### src/hdl/dtof_pkg.sv
// shared types and constants for the ds-twr time of flight block
package dtof_pkg;

  localparam int OUT_BITS   = 49;
  localparam int QUOT_BITS  = 48;
  localparam int NEG_LIMIT  = 200;

  localparam logic [1:0] ST_OK        = 2'd0;
  localparam logic [1:0] ST_ZERO      = 2'd1;
  localparam logic [1:0] ST_BAD_REPLY = 2'd2;
  localparam logic [1:0] ST_TOO_NEG   = 2'd3;

  typedef struct packed {
    logic       valid;
    logic [1:0] status;
    logic       ovf;
    logic       neg;
  } dtof_ctl_t;

endpackage

### src/hdl/dtof_div_step.sv
// one registered restoring division step, one quotient bit per stage
module dtof_div_step #(
  parameter int DW = 42
) (
  input  logic                              clk,
  input  logic                              rst,
  input  logic                              en,
  input  dtof_pkg::dtof_ctl_t               ctl_in,
  input  logic [DW-1:0]                     den_in,
  input  logic [DW-1:0]                     rem_in,
  input  logic [dtof_pkg::QUOT_BITS-1:0]    low_in,
  input  logic [dtof_pkg::QUOT_BITS-1:0]    quo_in,
  output dtof_pkg::dtof_ctl_t               ctl_out,
  output logic [DW-1:0]                     den_out,
  output logic [DW-1:0]                     rem_out,
  output logic [dtof_pkg::QUOT_BITS-1:0]    low_out,
  output logic [dtof_pkg::QUOT_BITS-1:0]    quo_out
);

  logic [DW:0] trial;
  logic [DW:0] diff;
  logic        take;

  assign trial = {rem_in, low_in[dtof_pkg::QUOT_BITS-1]};
  assign diff  = trial - {1'b0, den_in};
  assign take  = (trial >= {1'b0, den_in});

  always_ff @(posedge clk) begin
    if (rst) begin
      ctl_out.valid <= 1'b0;
    end else if (en) begin
      ctl_out.valid <= ctl_in.valid;
    end
  end

  always_ff @(posedge clk) begin
    if (en) begin
      ctl_out.status <= ctl_in.status;
      ctl_out.ovf    <= ctl_in.ovf;
      ctl_out.neg    <= ctl_in.neg;
      den_out        <= den_in;
      rem_out        <= take ? diff[DW-1:0] : trial[DW-1:0];
      low_out        <= {low_in[dtof_pkg::QUOT_BITS-2:0], 1'b0};
      quo_out        <= {quo_in[dtof_pkg::QUOT_BITS-2:0], take};
    end
  end

endmodule

### config.mk
export PLATFORM = sky130hd
export DESIGN_NAME = dtof_div_step
export DESIGN_NICKNAME = d
export VERILOG_FILES = /design/src/hdl/dtof_pkg.sv /design/src/hdl/dtof_div_step.sv
export SDC_FILE = /design/constraint.sdc
export NUM_CORES = 1
export LEC_CHECK = 0
export ABC_AREA = 0
export BUFFER_PORTS_ARGS = -buffer_cell sky130_fd_sc_hd__buf_2
export CORE_AREA = 2 2 146 148
export CTS_BUF_LIST = sky130_fd_sc_hd__clkbuf_4
export DETAILED_ROUTE_END_ITERATION = 16
export DIE_AREA = 0 0 148 150
export GPL_TIMING_DRIVEN = 0
export PLACE_DENSITY = 0.73
export SETUP_SLACK_MARGIN = 0.5
export SYNTH_ARGS = -nofsm -noshare
export SYNTH_HDL_FRONTEND = slang
export SYNTH_SLANG_ARGS = --single-unit
export TNS_END_PERCENT = 5
### constraint.sdc
create_clock -name clk -period 5.9 [get_ports clk]
set_input_delay 0.59 -clock clk [delete_from_list [all_inputs] [get_ports clk]]
set_output_delay 0.59 -clock clk [all_outputs]
set_load 0.05 [all_outputs]
## Yosys cells after proc, flatten, opt, wreduce, memory -nomap -nowiden

Cells that the tools add are included.

- Add/sub/neg operators: 1
- $lt $le $gt $ge: 1
- Mux-type cells: 1

Operator list:

| kind | number |
|---|---|
| >= comparator 43 x 42 -> 1 bit | 1 |
| two-way mux 42 bit | 1 |
| subtractor 42 bit | 1 |

- Flip-flop bits (word level): 184
- Input bits: 188
- Output and inout port bits: 185
- Logic and storage cells: 11

## Logic depth before layout (Yosys ltp)

- Depth in word-level cells: 2
- Depth in mapped cells: 14
- Depth with buffers taken out: 13

## Worst setup path before layout

OpenSTA, ideal clock, no wires.

- Kind: in2reg
- Start: input low_in[47] (netlist bit)
- End: register rem_out[38], data pin
- Setup time: 261 ps
- Data arrival time: 2924 ps
- Required time: 5639 ps
- Path slack: 2715 ps
- Stages on the path: 13
- Buffers on the path: 0
- Path through: inv_1 -> ha_1 -> inv_1 -> fa_1 -> a211oi_1 -> o21ai_0 -> nand2_1 -> o221ai_2 -> a2111oi_2 -> o31ai_1 -> a211oi_2 -> xor2_1 -> o21ai_0

- Cells in the longest elaborated chain, start to end: 2
- Elaborated cells on any way between the ends: 3
- Those cells by class: add/sub: 1; order compare: 1; mux: 1

Ends and longest elaborated chain:

| what | RTL line | RTL |
|---|---|---|
| from (decl) | dtof_div_step.sv:11 | `input logic [dtof_pkg::QUOT_BITS-1:0] low_in,` |
| subtractor 42 bit or >= comparator 43 x 42 -> 1 bit (tied branches) | dtof_div_step.sv:25, dtof_div_step.sv:26 |  |
| two-way mux 42 bit (*) | dtof_div_step.sv:42 | `rem_out <= take ? diff[DW-1:0] : trial[DW-1:0];` |
| to (signal assigned) | dtof_div_step.sv:42 |  |
| to (decl) | dtof_div_step.sv:15 | `output logic [DW-1:0] rem_out,` |

Mark *: on every way between the ends. The rest lies on a longest branch, timed or not.
A chain may end at the register's enable or synchronous reset.

## Final worst setup path

Ends and elaborated chain as after synthesis.

==> flow_metrics.tcl <==
set metrics [dict create \
    status "completed" \
    io_buffers 370 \
    crit_type "input pin to flip-flop" \
    via_per_inst 4.886 \
    drv_slew 0 \
    die_w_microns 148 \
    cts_tree "done" \
    wl_mm 22.98 \
    avgSynthCellArea_sq_um 12.84 \
    synthCells 660 \
    synth_top_family_by_area "compound AO/OA/AOI/OAI gates" \
    antenna_found_initial 4 \
    drv_cap 0 \
    period_share_pct 53.72 \
    rows 53 \
    yosys_warnings 0 \
    post-cts-setup-buffer-count 0 \
    cts-root-buf "clkbuf_4" \
    grt_max_degree 96 \
    drc 0 \
    grt_pass1_wl_mm 33.26 \
    dieArea_sq_mm 0.02220 \
    layout.cells.non_filler 1341 \
    ys_ff_latch 184 \
    synth.distinct_cells 52 \
    clk_path_buf_depth 2 \
    tightest_slew_ns 0.8600 \
    nets 1281 \
    muxShareOfSynthArea_pct 0.2509 \
    synth-edff-count 183 \
    tns_ns 0 \
    initial_utilization_pct 40.97 \
    synthTopCellsByArea "edfxtp_1 (65%), ha_1 (6.2%), o21ai_0 (3.5%)" \
    clkTransAtPathRegs_ns 0.19 \
    ir_worst_vdd_mv 0.1259 \
    cts_resized 0 \
    grt_pass1_vias 6039 \
    powerDensity_mw_per_mm2 305.1 \
    dp_slack_ns 2.083 \
    synth-simple-area-share_pct 7.779 \
    timing.rr.start "ctl_out[4]" \
    period_needed_ns 3.169 \
    synth-async-reset-ratio_pct 0 \
    routabilityCongestion 0.8980 \
    cp_max_fo 5 \
    crit_path_start "low_in[47]" \
    skew_ns 0 \
    p_total_mw 3.364 \
    dp_cells 1306 \
    ant_nets 0 \
    worst_setup_path_end_kind "flip-flop" \
    grt_use_total_pct 19.69 \
    layout_common_cells "buf_2 (381), edfxtp_1 (183), nand2_1 (69)" \
    layout_commonest_cell "buf_2" \
    synth.largest_area_cell "edfxtp_1" \
    fmax_mhz 315.5 \
    start_kind "input pin" \
    first_pass_iters 4 \
    cp.arrival_ns 3.52 \
    vias 6552 \
    fillers 1842 \
    area_delta_synth_final_pct 30.07 \
    hpwl_mm 18.07 \
    rsz0062_at_grt "false" \
    ys.flop_type "edfxtp_1" \
    layout-drive-gt1-share_pct 40.55 \
    holdWs_ns 0.1621 \
    synth.yosys.seq_area_share_pct 65.06 \
    crit_required_ns 6.26 \
    htreeDepth 4 \
    core_area_sq_mm 0.02069 \
    synth-compound-area-share_pct 12.77 \
    min_path_type "input pin to flip-flop" \
    setup_viol 0 \
    syn_area_sq_mm 0.008477 \
    setup_ws_ns 2.731 \
    cts_buffers 17 \
    slew_headroom_pct 42.23 \
    leakage_nw 4.903 \
    synthesis.nets 891 \
    synth_top_area_share_pct 64.83 \
    avgRoutedWirePerCell_microns 17.14 \
    clock-sinks 184 \
    worstSetupEndpoint "rem_out[38]" \
    clk_latency_ns 0.56 \
    die_y_microns 150 \
    synth_xor_area_share_pct 4.030 \
    reg2reg_slack_ns 5.31 \
    overflow 0 \
    hold_viol_final 0 \
    cts_hold_buf 0 \
    drt_iter0_markers 313 \
    num_io_pins 373 \
    synthAdderAreaFrac_pct 6.435 \
    rr_endpoint "ctl_out[4]" \
    reg2regPathDepth 2 \
]
## per-stage QoR
stage | cell area, sq um | util [%]
after floorplan | 8477 | -
after global placement | 10670 | 51.58
after detailed placement | 10710 | 51.77
after CTS | 11020 | 53.25
after global routing | 11020 | 53.28
final | 11030 | 53.29
## synth_stat cells (12+ instances only)
master,instances
a21oi_1,50
nor2_1,25
buf_2,12
nand4_1,13
a21o_1,21
xor2_1,23
xnor2_1,16
nand2_1,69
o21ai_0,59
ha_1,42
edfxtp_1,183
inv_1,52
## metal layers
metal  vias up  track usage (%)  wire, microns
met5         -                0              7
met4         2            5.714            470
met3        27            6.128           1767
met2       255            34.61          11760
met1      3045            23.27           8980
li1       3223                -              -
## where the power goes
group	internal, mW	switching (mW)
combinational	0.263	0.751
sequential	1.59	0.0280
clock	0.208	0.527
total	2.06	1.31
## flip-flops by register name, summed over array words and instances (netlist names)
signal and flops:
rem_out 42, ctl_out 5, den_out 42, quo_out 48, low_out 47
## area by class of cell
| class | instances | area, sq um | area share [%] |
|---|---|---|---|
| multi-input combinational | 401 | 2654 | 24.07 |
| inverter | 53 | 198.9 | 1.804 |
| tap | 275 | 344.1 | 3.121 |
| clock buffer | 18 | 135.1 | 1.226 |
| clock inverter | 14 | 172.7 | 1.566 |
| timing repair buffer | 371 | 1889 | 17.14 |
| antenna | 3 | 7.507 | 0.06809 |
| sequential | 184 | 5515 | 50.02 |
| buffer | 22 | 108.9 | 0.9873 |
## how the worst min path moves through the flow
stage | depth (start not counted) | to | from
after global placement | 2 | ctl_out[4] | ctl_out[4]
after floorplan | 1 | ctl_out[4] | rst
after detailed placement | 2 | ctl_out[4] | ctl_out[4]
after global routing | 1 | quo_out[10] | quo_in[9]
after CTS | 2 | ctl_out[4] | rst
final | 1 | quo_out[17] | quo_in[16]
## cell families (layout without fill, tap and decap cells)
family | count (synthesis) | in the layout
xor gates and xnor gates | 39 | 39
DFF | 184 | 184
and+or+nand+nor | 143 | 143
buffers and inverters | 75 | 478
AOI/OAI and AO/OA | 173 | 173
adders and majority gates | 43 | 43
other | 1 | 4
muxes | 2 | 2
## critical path: stages
cell       delay (ns)
buf_2            0.10
inv_1            0.05
ha_1             0.16
inv_1            0.06
fa_1             0.43
a211oi_1         0.31
o21ai_0          0.19
nand2_1          0.17
o221ai_2         0.22
a2111oi_2        0.47
o31ai_1          0.24
a211oi_2         0.29
xor2_1           0.16
o21ai_0          0.08
Note: power is estimated with default switching activity, not from simulation.
